$ cat src/sv/ctp_pkg.sv
// ----------------------------------------------------------------------------
// ctp_pkg - shared definitions for the contour tick placer
// Field widths, register indices, table size and the sequencer state codes.
// ----------------------------------------------------------------------------
package ctp_pkg;

	// table of tick codes
	localparam int TABLE_ENTRIES = 4;
	localparam int CODE_REGS     = 4;          // tick_code_1 .. tick_code_4
	localparam int ENT_W         = (TABLE_ENTRIES > 1) ? $clog2(TABLE_ENTRIES) : 1;
	localparam int MODR_W        = $clog2(TABLE_ENTRIES + 1);

	// field widths
	localparam int COORD_W   = 24;
	localparam int LEVEL_W   = 12;
	localparam int CODE_W    = 3;
	localparam int COUNT_W   = 3;
	localparam int SPACING_W = 24;
	localparam int RUN_W     = 32;

	// arithmetic widths
	localparam int DIFF_W = COORD_W + 1;       // exact coordinate difference
	localparam int MAG_W  = COORD_W;           // magnitude of a difference
	localparam int SQ_W   = 2 * MAG_W;         // one square
	localparam int SUM_W  = SQ_W + 2;          // sum of squares, kept even
	localparam int ROOT_W = SUM_W / 2;         // integer square root
	localparam int REM_W  = ROOT_W + 1;        // remainder, at most 2*root
	localparam int TRY_W  = ROOT_W + 3;        // shifted remainder and trial
	localparam int DIST_W = ROOT_W + 1;        // rounded distance
	localparam int ITER_W = 5;

	localparam int SQR_STEPS  = MAG_W;
	localparam int ROOT_STEPS = ROOT_W;
	localparam int MOD_STEPS  = LEVEL_W;

	// configuration port
	localparam int CFG_IDX_W  = 3;
	localparam int CFG_DATA_W = 24;

	localparam logic [CFG_IDX_W-1:0] REG_SPACING = 3'd0;
	localparam logic [CFG_IDX_W-1:0] REG_COUNT   = 3'd1;
	localparam logic [CFG_IDX_W-1:0] REG_CODE1   = 3'd2;

	localparam logic [SPACING_W-1:0] SPACING_RESET = 24'd4096;
	localparam logic [COUNT_W-1:0]   COUNT_RESET   = 3'd1;

	// sequencer
	typedef enum logic [6:0] {
		ST_IDLE  = 7'b0000001,
		ST_MOD   = 7'b0000010,
		ST_ABS   = 7'b0000100,
		ST_SQR   = 7'b0001000,
		ST_ROOT  = 7'b0010000,
		ST_ROUND = 7'b0100000,
		ST_DONE  = 7'b1000000
	} state_t;

endpackage

$ cat src/sv/contour_tick_placer.sv
// ----------------------------------------------------------------------------
// contour_tick_placer - tick mark placement along contour polylines
// Measures the length run along each segment with a bit-serial square and
// square root datapath and marks a point with the segment's tick code each
// time the run reaches the configured spacing.
// ----------------------------------------------------------------------------
//
//  channel | handshake           | payload
//  --------+---------------------+-------------------------------------------
//  input   | in_valid / in_stall | segment_start, level, x_coord, y_coord
//  output  | out_valid/out_stall | tick_mark
//  config  | wr_en               | wr_index, wr_data (write only)
//
// One point at a time. A point of a ticked segment passes setup, serial
// squaring, a load and the 25 steps of the bit-pair square root, rounding,
// accumulation and hand-over. A segment start reduces the level one bit a
// cycle; any other point goes straight to hand-over. arst_n clears the
// sequencer, the run state and the registers to their reset values. A
// stalled output beat holds while the next point is accepted and worked
// on; the sequencer waits only to hand over its result.
//
module contour_tick_placer (
	input  logic                             clk,
	input  logic                             arst_n,
	// input channel
	input  logic                             in_valid,
	output logic                             in_stall,
	input  logic                             segment_start,
	input  logic [ctp_pkg::LEVEL_W-1:0]      level,
	input  logic signed [ctp_pkg::COORD_W-1:0] x_coord,
	input  logic signed [ctp_pkg::COORD_W-1:0] y_coord,
	// output channel
	output logic                             out_valid,
	input  logic                             out_stall,
	output logic [ctp_pkg::CODE_W-1:0]       tick_mark,
	// configuration
	input  logic                             wr_en,
	input  logic [ctp_pkg::CFG_IDX_W-1:0]    wr_index,
	input  logic [ctp_pkg::CFG_DATA_W-1:0]   wr_data
);

	// ------------------------------------------------------------------
	// configuration registers
	// ------------------------------------------------------------------
	logic [ctp_pkg::SPACING_W-1:0] spacing_q;
	logic [ctp_pkg::COUNT_W-1:0]   count_q;
	logic [ctp_pkg::CODE_W-1:0]    codes_q [ctp_pkg::TABLE_ENTRIES];
	logic [ctp_pkg::CFG_IDX_W-1:0] code_sel;

	assign code_sel = wr_index - ctp_pkg::REG_CODE1;

	always_ff @(posedge clk or negedge arst_n) begin
		if (!arst_n) begin
			spacing_q <= ctp_pkg::SPACING_RESET;
			count_q   <= ctp_pkg::COUNT_RESET;
			for (int i = 0; i < ctp_pkg::TABLE_ENTRIES; i++) begin
				codes_q[i] <= '0;
			end
		end else if (wr_en) begin
			if (wr_index == ctp_pkg::REG_SPACING) begin
				spacing_q <= wr_data[ctp_pkg::SPACING_W-1:0];
			end else if (wr_index == ctp_pkg::REG_COUNT) begin
				count_q <= wr_data[ctp_pkg::COUNT_W-1:0];
			end else begin
				// code registers past the table or past the list are dropped
				for (int i = 0; i < ctp_pkg::TABLE_ENTRIES; i++) begin
					if (wr_index >= ctp_pkg::REG_CODE1 && i < ctp_pkg::CODE_REGS &&
					    code_sel == ctp_pkg::CFG_IDX_W'(i)) begin
						codes_q[i] <= wr_data[ctp_pkg::CODE_W-1:0];
					end
				end
			end
		end
	end

	// table count in use: zero reads as one, too many as the table size
	logic [ctp_pkg::MODR_W-1:0] count_eff;

	always_comb begin
		if (count_q == '0) begin
			count_eff = ctp_pkg::MODR_W'(1);
		end else if (32'(count_q) > ctp_pkg::TABLE_ENTRIES) begin
			count_eff = ctp_pkg::MODR_W'(ctp_pkg::TABLE_ENTRIES);
		end else begin
			count_eff = ctp_pkg::MODR_W'(count_q);
		end
	end

	// ------------------------------------------------------------------
	// sequencer and run state
	// ------------------------------------------------------------------
	ctp_pkg::state_t state_q;
	logic [ctp_pkg::ITER_W-1:0]  iter_q;
	logic                        out_valid_q;
	logic [ctp_pkg::CODE_W-1:0]  tick_mark_q;

	logic signed [ctp_pkg::COORD_W-1:0] prev_x_q;
	logic signed [ctp_pkg::COORD_W-1:0] prev_y_q;
	logic [ctp_pkg::RUN_W-1:0]   run_q;
	logic                        first_q;
	logic [ctp_pkg::CODE_W-1:0]  seg_code_q;
	logic [ctp_pkg::CODE_W-1:0]  mark_q;

	// datapath registers, no reset needed
	logic [ctp_pkg::LEVEL_W-1:0]  lvl_q;
	logic [ctp_pkg::MODR_W-1:0]   modr_q;
	logic [ctp_pkg::DIFF_W-1:0]   dx_q;
	logic [ctp_pkg::DIFF_W-1:0]   dy_q;
	logic [ctp_pkg::MAG_W-1:0]    ax_q;
	logic [ctp_pkg::MAG_W-1:0]    ay_q;
	logic [ctp_pkg::MAG_W-1:0]    mx_q;
	logic [ctp_pkg::MAG_W-1:0]    my_q;
	logic [ctp_pkg::SQ_W-1:0]     accx_q;
	logic [ctp_pkg::SQ_W-1:0]     accy_q;
	logic [ctp_pkg::SUM_W-1:0]    sq_q;
	logic [ctp_pkg::ROOT_W-1:0]   root_q;
	logic [ctp_pkg::REM_W-1:0]    rem_q;
	logic [ctp_pkg::DIST_W-1:0]   dist_q;
	logic                         sum_ld_q;

	logic accept;
	logic out_free;
	logic out_load;

	assign in_stall  = (state_q != ctp_pkg::ST_IDLE);
	assign accept    = in_valid && !in_stall;
	assign out_free  = !out_valid_q || !out_stall;
	assign out_load  = (state_q == ctp_pkg::ST_DONE) && !sum_ld_q && out_free;
	assign out_valid = out_valid_q;
	assign tick_mark = tick_mark_q;

	// level reduction: one bit of the level a cycle, remainder stays below count
	logic [ctp_pkg::MODR_W:0]   mod_try;
	logic [ctp_pkg::MODR_W-1:0] mod_next;
	logic [ctp_pkg::MODR_W-1:0] ent_pick;

	always_comb begin
		mod_try = {modr_q, lvl_q[ctp_pkg::LEVEL_W-1]};
		if (mod_try >= {1'b0, count_eff}) begin
			mod_try = mod_try - {1'b0, count_eff};
		end
		mod_next = mod_try[ctp_pkg::MODR_W-1:0];
		// remainder zero selects the last entry in use
		if (mod_next == '0) begin
			ent_pick = count_eff - ctp_pkg::MODR_W'(1);
		end else begin
			ent_pick = mod_next - ctp_pkg::MODR_W'(1);
		end
	end

	// coordinate differences and their magnitudes
	logic [ctp_pkg::DIFF_W-1:0] dx_new;
	logic [ctp_pkg::DIFF_W-1:0] dy_new;
	logic [ctp_pkg::DIFF_W-1:0] dx_abs;
	logic [ctp_pkg::DIFF_W-1:0] dy_abs;

	assign dx_new = {x_coord[ctp_pkg::COORD_W-1], x_coord} -
	                {prev_x_q[ctp_pkg::COORD_W-1], prev_x_q};
	assign dy_new = {y_coord[ctp_pkg::COORD_W-1], y_coord} -
	                {prev_y_q[ctp_pkg::COORD_W-1], prev_y_q};
	assign dx_abs = dx_q[ctp_pkg::DIFF_W-1] ? (~dx_q + ctp_pkg::DIFF_W'(1)) : dx_q;
	assign dy_abs = dy_q[ctp_pkg::DIFF_W-1] ? (~dy_q + ctp_pkg::DIFF_W'(1)) : dy_q;

	// square root step: bring down the next bit pair, try subtracting 4r+1
	logic [ctp_pkg::TRY_W-1:0] rem_sh;
	logic [ctp_pkg::TRY_W-1:0] trial;
	logic                      take;

	assign rem_sh = {rem_q, sq_q[ctp_pkg::SUM_W-1 -: 2]};
	assign trial  = {1'b0, root_q, 2'b01};
	assign take   = (rem_sh >= trial);

	// accumulate the distance, saturate, test against the spacing
	logic [ctp_pkg::RUN_W:0]   run_sum;
	logic [ctp_pkg::RUN_W-1:0] run_sat;
	logic [ctp_pkg::RUN_W:0]   run_cmp;
	logic                      reached;

	always_comb begin
		run_sum = {1'b0, run_q} + (ctp_pkg::RUN_W+1)'(dist_q);
		run_sat = run_sum[ctp_pkg::RUN_W] ? '1 : run_sum[ctp_pkg::RUN_W-1:0];
		// before the first tick compare against half spacing as 2*run
		run_cmp = first_q ? {run_sat, 1'b0} : {1'b0, run_sat};
		reached = (run_cmp >= (ctp_pkg::RUN_W+1)'(spacing_q));
	end

	always_ff @(posedge clk or negedge arst_n) begin
		if (!arst_n) begin
			state_q     <= ctp_pkg::ST_IDLE;
			iter_q      <= '0;
			out_valid_q <= 1'b0;
			tick_mark_q <= '0;
			prev_x_q    <= '0;
			prev_y_q    <= '0;
			run_q       <= '0;
			first_q     <= 1'b1;
			seg_code_q  <= '0;
			mark_q      <= '0;
			sum_ld_q    <= 1'b0;
		end else begin
			// load a fresh output beat, else drop the current one once it is taken
			if (out_load) begin
				tick_mark_q <= mark_q;
				out_valid_q <= 1'b1;
			end else if (out_valid_q && !out_stall) begin
				out_valid_q <= 1'b0;
			end

			case (state_q)
				ctp_pkg::ST_IDLE: begin
					if (accept) begin
						prev_x_q <= x_coord;
						prev_y_q <= y_coord;
						mark_q   <= '0;
						if (segment_start) begin
							run_q   <= '0;
							first_q <= 1'b1;
							iter_q  <= '0;
							state_q <= ctp_pkg::ST_MOD;
						end else if (seg_code_q != '0) begin
							state_q <= ctp_pkg::ST_ABS;
						end else begin
							state_q <= ctp_pkg::ST_DONE;
						end
					end
				end
				ctp_pkg::ST_MOD: begin
					iter_q <= iter_q + ctp_pkg::ITER_W'(1);
					if (iter_q == ctp_pkg::ITER_W'(ctp_pkg::MOD_STEPS - 1)) begin
						seg_code_q <= codes_q[ent_pick[ctp_pkg::ENT_W-1:0]];
						state_q    <= ctp_pkg::ST_DONE;
					end
				end
				ctp_pkg::ST_ABS: begin
					iter_q  <= '0;
					state_q <= ctp_pkg::ST_SQR;
				end
				ctp_pkg::ST_SQR: begin
					if (iter_q == ctp_pkg::ITER_W'(ctp_pkg::SQR_STEPS - 1)) begin
						sum_ld_q <= 1'b1;
						iter_q   <= '0;
						state_q  <= ctp_pkg::ST_ROOT;
					end else begin
						iter_q <= iter_q + ctp_pkg::ITER_W'(1);
					end
				end
				ctp_pkg::ST_ROOT: begin
					// while sum_ld_q is set this state only loads the sum of squares
					sum_ld_q <= 1'b0;
					if (!sum_ld_q) begin
						iter_q <= iter_q + ctp_pkg::ITER_W'(1);
						if (iter_q == ctp_pkg::ITER_W'(ctp_pkg::ROOT_STEPS - 1)) begin
							state_q <= ctp_pkg::ST_ROUND;
						end
					end
				end
				ctp_pkg::ST_ROUND: begin
					// dist_q settles here; fold it into the run next
					state_q <= ctp_pkg::ST_DONE;
					mark_q  <= '0;
					sum_ld_q <= 1'b1;
				end
				ctp_pkg::ST_DONE: begin
					if (sum_ld_q) begin
						// accumulate once, then wait for the output register
						sum_ld_q <= 1'b0;
						if (reached) begin
							mark_q  <= seg_code_q;
							run_q   <= '0;
							first_q <= 1'b0;
						end else begin
							run_q <= run_sat;
						end
					end else if (out_free) begin
						state_q <= ctp_pkg::ST_IDLE;
					end
				end
				default: begin
					state_q <= ctp_pkg::ST_IDLE;
				end
			endcase
		end
	end

	// serial datapath
	always_ff @(posedge clk) begin
		case (state_q)
			ctp_pkg::ST_IDLE: begin
				lvl_q  <= level;
				modr_q <= '0;
				dx_q   <= dx_new;
				dy_q   <= dy_new;
			end
			ctp_pkg::ST_MOD: begin
				modr_q <= mod_next;
				lvl_q  <= {lvl_q[ctp_pkg::LEVEL_W-2:0], 1'b0};
			end
			ctp_pkg::ST_ABS: begin
				ax_q   <= dx_abs[ctp_pkg::MAG_W-1:0];
				ay_q   <= dy_abs[ctp_pkg::MAG_W-1:0];
				mx_q   <= dx_abs[ctp_pkg::MAG_W-1:0];
				my_q   <= dy_abs[ctp_pkg::MAG_W-1:0];
				accx_q <= '0;
				accy_q <= '0;
			end
			ctp_pkg::ST_SQR: begin
				// shift-add, multiplier bits taken MSB first
				accx_q <= {accx_q[ctp_pkg::SQ_W-2:0], 1'b0} +
				          (mx_q[ctp_pkg::MAG_W-1] ? ctp_pkg::SQ_W'(ax_q) : '0);
				accy_q <= {accy_q[ctp_pkg::SQ_W-2:0], 1'b0} +
				          (my_q[ctp_pkg::MAG_W-1] ? ctp_pkg::SQ_W'(ay_q) : '0);
				mx_q   <= {mx_q[ctp_pkg::MAG_W-2:0], 1'b0};
				my_q   <= {my_q[ctp_pkg::MAG_W-2:0], 1'b0};
			end
			ctp_pkg::ST_ROOT: begin
				if (sum_ld_q) begin
					sq_q   <= ctp_pkg::SUM_W'(accx_q) + ctp_pkg::SUM_W'(accy_q);
					root_q <= '0;
					rem_q  <= '0;
				end else begin
					sq_q <= {sq_q[ctp_pkg::SUM_W-3:0], 2'b00};
					if (take) begin
						rem_q  <= ctp_pkg::REM_W'(rem_sh - trial);
						root_q <= {root_q[ctp_pkg::ROOT_W-2:0], 1'b1};
					end else begin
						rem_q  <= rem_sh[ctp_pkg::REM_W-1:0];
						root_q <= {root_q[ctp_pkg::ROOT_W-2:0], 1'b0};
					end
				end
			end
			ctp_pkg::ST_ROUND: begin
				// round to nearest: a remainder above the root rounds up
				dist_q <= ctp_pkg::DIST_W'(root_q) +
				          ctp_pkg::DIST_W'(rem_q > ctp_pkg::REM_W'(root_q));
			end
			default: begin
				lvl_q <= lvl_q;
			end
		endcase
	end

endmodule

$ cat config.mk
export PLATFORM = sky130hd
export DESIGN_NAME = contour_tick_placer
export DESIGN_NICKNAME = d
export VERILOG_FILES = /design/src/sv/ctp_pkg.sv /design/src/sv/contour_tick_placer.sv
export SDC_FILE = /design/constraint.sdc
export NUM_CORES = 1
export LEC_CHECK = 0
export BUFFER_PORTS_ARGS = -buffer_cell sky130_fd_sc_hd__buf_4
export CAP_MARGIN = 20
export CORE_AREA = 5 5 264 266
export DETAILED_ROUTE_END_ITERATION = 8
export DIE_AREA = 0 0 269 271
export PLACE_DENSITY = 0.72
export REMOVE_ABC_BUFFERS = 1
export SETUP_SLACK_MARGIN = 0.2
export SLEW_MARGIN = 20
export SYNTH_ARGS = -nofsm -noshare
export SYNTH_HDL_FRONTEND = slang
export SYNTH_SLANG_ARGS = --single-unit
$ cat constraint.sdc
create_clock -name clk -period 16.45 [get_ports clk]
set_input_delay 2.4675 -clock clk [delete_from_list [all_inputs] [get_ports clk]]
set_output_delay 2.4675 -clock clk [all_outputs]
set_load 0.005 [all_outputs]
==> summary.md <==
Synthesis inferred 527 register bits. During I/O placement, the number of pins put on the boundary was 98. The count of nets left with antenna violations once routing finished came out at 0. In this run the critical register-to-register path is launched from run_q[0]. The placed wire-length estimate is 49,100 µm, and the first-pass detailed-route iteration total is 8. The run gives 0 as the number of endpoints failing setup at the final stage. The logs give 0 for the number of warnings issued by yosys and 0 for the final max-slew violation count. The fraction of final layout cells with drive strength greater than 1 is 0.131, and the chip width is 269 µm. Headroom to the max-slew limit: 0.333.

The sequential share of the synthesized area was 0.457. Port buffer count: 97. Highest-delay cell along the critical path: sky130_fd_sc_hd__or4_1. The mean area per synthesized cell was 10.4 µm². For the largest vdd supply drop, the log shows 0.000100 V. The clock arrives with 0.0156 ns of skew.

The startpoint of the tightest hold check path was prev_y_q[0]. The delay of the slowest cell on the worst path is 0.50 ns, and the fraction of registers with async set/reset is 0.271. Traced cell by cell, the critical path runs through ha_1 > fa_1 > a211oi_1 > o21bai_1 > a211o_1 > nand2_1 > nor2_1 > a31oi_1 > o21ai_0 > xor2_1 > nor2_1 > mux2i_1 > ha_1 > a21oi_1 > nor2b_1 > nor4bb_1 > nand4bb_1 > or4_1 > nor4_2 > nand4b_1 > or4_1 > nand4bb_2 > buf_4 > o31ai_1. The tools report the pre-CTS setup slack as 10.45 ns.

The per-cell via count in the routed design was 5.63; the DRC violation total after the first TritonRoute iteration was 1,449. The net count of the finished layout is 3,574. The synthesized design contains 384 enable-type register cells.

The run gives 84 as the unique cell type count in the Yosys netlist. The worst path needs 6.16 ns of the cycle, external delays included. The netlist area before placement is 0.0330 mm², and the count of H-tree levels built during CTS is 2. Setup slack on the critical path of the routed design comes to 10.29 ns. The transition time at the pin with the least slew margin was 1.00 ns; the initial antenna violation count was 0. Class of the tightest hold or removal check: register to register. Number of hold buffers added after CTS: 0.

The tools report the setup total negative slack as 0 ns. Setup repair after global routing left no endpoint under its margin. Synthesis produced 3,163 cells. The buffer and inverter count on the worst path is 1, and the data arrival time at the worst-slack endpoint is 6.69 ns. The logs give 0.0668 mm² for the core area and 59 for the TritonCTS buffer count. The category of the most critical setup path was register to register. The diode insertion count for antenna repair is 0. Most frequently used flop master after synthesis: sky130_fd_sc_hd__edfxtp_1. The area enclosed by the die boundary came out at 0.0729 mm².

After clock tree synthesis, the setup repair step added 0 buffers. The starting density of the core was 0.495; the part of the cycle the worst path needs was 0.375. The tree is rooted in a sky130_fd_sc_hd__clkbuf_16.

The run gives 93 as the pin count of the biggest net entering global routing. The DRC violations left is 0, and the clock latency at the later pin of the worst-skew pair is 0.63 ns. The total overflow left after global routing is 0. For the final core area utilization, the log shows 0.549. The static power due to leakage was 15.2 nW; the area growth from synthesis to layout was 11.0%. The total power per unit cell area works out to 123 mW/mm².

The flow ran to the end, and the final reports show no timing, DRC or antenna violations. Data on the critical path is required at its endpoint by 16.97 ns. The run gives 4,166 as the post-route non-filler standard cell count.

Counting the fill cells in the layout gives 5,842. The routed design has 68,100 µm of wire. STA classifies the critical path endpoint as a register. No sink is reached through more buffers than the 3 on the longest clock path.

Kind of cell adding the most delay to the critical path: simple AND/OR/NAND/NOR gates. STA classifies the critical path startpoint as a register. The logs give 0.185 for the total routing usage reported by global routing and 0.487 ns for the final hold slack. The number of global-route vias before repair is 23,200, and the first-pass GRT wire length is 114,000 µm. The run gives 0 as the number of hold violations in the final report.

In this run the worst setup path begins at run_q[0]. The highest clock frequency the design can meet was 162 MHz. The die span in y is 271 µm. TritonCTS built the clock tree. Clock-pin slew was measured on the worst setup and hold paths at 0.06 ns. The routed wirelength normalized by instance count was 16.3 µm; the number of rows created at floorplan was 95.

For this design, the sink count on the clock tree is 527. Routability-driven placement finished with a final weighted congestion of 0.923. The tools report the total via count after detailed routing as 23,500. Max-cap violations in this run came to 0. Once placement completed, the tool counted placed cells totaling 4,054.

Along the worst path, the maximum fanout reaches 24. Post-CTS repair changed the size of 0 cells.
[layer usage]
layer / vias up / track usage / share of wire
met4: 0 / 0.0508 / 0.026
met5: - / 0 / 0
met2: 396 / 0.318 / 0.48
met1: 11200 / 0.247 / 0.45
met3: 114 / 0.0223 / 0.037
li1: 11700 / - / -
[state kept, by name, summed over array words and instances (netlist names), 25 cells and up]
| register | flops |
|---|---|
| dx_q | 25 |
| run_q | 32 |
| dist_q | 26 |
| dy_q | 25 |
| accy_q | 48 |
| rem_q | 26 |
| accx_q | 48 |
| root_q | 25 |
| sq_q | 50 |
[cell usage in the layout (no fill, tap or decap), types with 66 or more instances in the layout]
| master | n |
|---|---|
| sky130_fd_sc_hd__xor2_1 | 111 |
| sky130_fd_sc_hd__ha_1 | 231 |
| sky130_fd_sc_hd__xnor2_1 | 153 |
| sky130_fd_sc_hd__nor2_1 | 281 |
| sky130_fd_sc_hd__and2_1 | 79 |
| sky130_fd_sc_hd__mux2_2 | 155 |
| sky130_fd_sc_hd__nor3_1 | 66 |
| sky130_fd_sc_hd__dfrtp_1 | 138 |
| sky130_fd_sc_hd__nand2_1 | 220 |
| sky130_fd_sc_hd__a21oi_1 | 182 |
| sky130_fd_sc_hd__buf_4 | 115 |
| sky130_fd_sc_hd__edfxtp_1 | 384 |
| sky130_fd_sc_hd__o21ai_0 | 170 |
| sky130_fd_sc_hd__inv_1 | 166 |
| sky130_fd_sc_hd__a21o_1 | 79 |
[worst min-delay path: stages, from the launching register on]
cell	delay [ns]
sky130_fd_sc_hd__dfrtp_1	0.35
sky130_fd_sc_hd__nand2_1	0.05
sky130_fd_sc_hd__o21ai_0	0.06
[layout make-up]
type,instances,area (µm²),area share
repair buffers,117,890,0.0243
clock inverters,43,468,0.0128
inverters,169,634,0.0173
well taps,873,1090,0.0298
flip-flops and latches,527,15100,0.412
clock buffers,68,1530,0.0417
multi-input cells,2369,16900,0.462
[where the power goes]
part	internal [W]	total [W]	switching [W]
Sequential	0.00175	0.00189	0.000137
Clock	0.000796	0.00136	0.000562
Combinational	0.000602	0.00128	0.000680
Total	0.00315	0.00453	0.00138
[synth_stat cells (all sizes together) (8+ instances only)]
cell type | number | area (µm²)
a211o | 11 | 96.3
a211oi | 18 | 140
a21boi | 8 | 60.1
a21o | 79 | 593
a21oi | 182 | 911
a31oi | 23 | 144
and2 | 79 | 494
and3 | 41 | 257
and4 | 8 | 70.1
buf | 26 | 128
clkbuf | 72 | 270
dfrtp | 139 | 3480
edfxtp | 384 | 11500
ha | 231 | 2890
inv | 168 | 631
mux2 | 155 | 1750
mux2i | 44 | 440
nand2 | 223 | 840
nand2b | 29 | 181
nand3 | 61 | 305
nand4 | 43 | 269
nor2 | 281 | 1050
nor2b | 37 | 231
nor3 | 67 | 340
nor3b | 9 | 67.6
nor4 | 12 | 81.3
o211ai | 16 | 120
o21a | 34 | 255
o21ai | 176 | 881
o21bai | 22 | 165
o31a | 11 | 96.3
o31ai | 38 | 394
o41ai | 12 | 113
or2 | 11 | 68.8
or3 | 27 | 169
or4 | 15 | 113
xnor2 | 153 | 1340
xor2 | 111 | 972
[metrics by stage]
stage	instance area, µm²	power (W)
detailed placement	34700	0.00320
global route	36700	0.00482
global placement	34700	0.00316
CTS	36700	0.00458
finish	36700	0.00453
floorplan	32600	0.00289
[final timing paths]
path | to | slack [ns] | cells past startpoint
max | run_q[3] | 10.29 | 24
min | prev_y_q[0] | 0.49 | 2
max reg2reg | run_q[3] | 10.29 | 24
min reg2reg | prev_y_q[0] | 0.49 | 2
max in group asynchronous | prev_y_q[23] | 13.24 | 2
min in group asynchronous | codes_q[4] | 1.94 | 1
[logic make-up (layout without fill, tap and decap cells)]
family          count (synthesis)  count (layout)  share of synthesized area
compound gates                698             698                      0.139
xor+xnor                      264             264                     0.0700
fa+ha+maj                     238             238                     0.0917
buf+inv                       267             397                     0.0312
flops                         527             527                      0.457
mux                           199             199                     0.0662
simple gates                  970             970                      0.145
No activity file was read; power rests on OpenSTA's default activity.
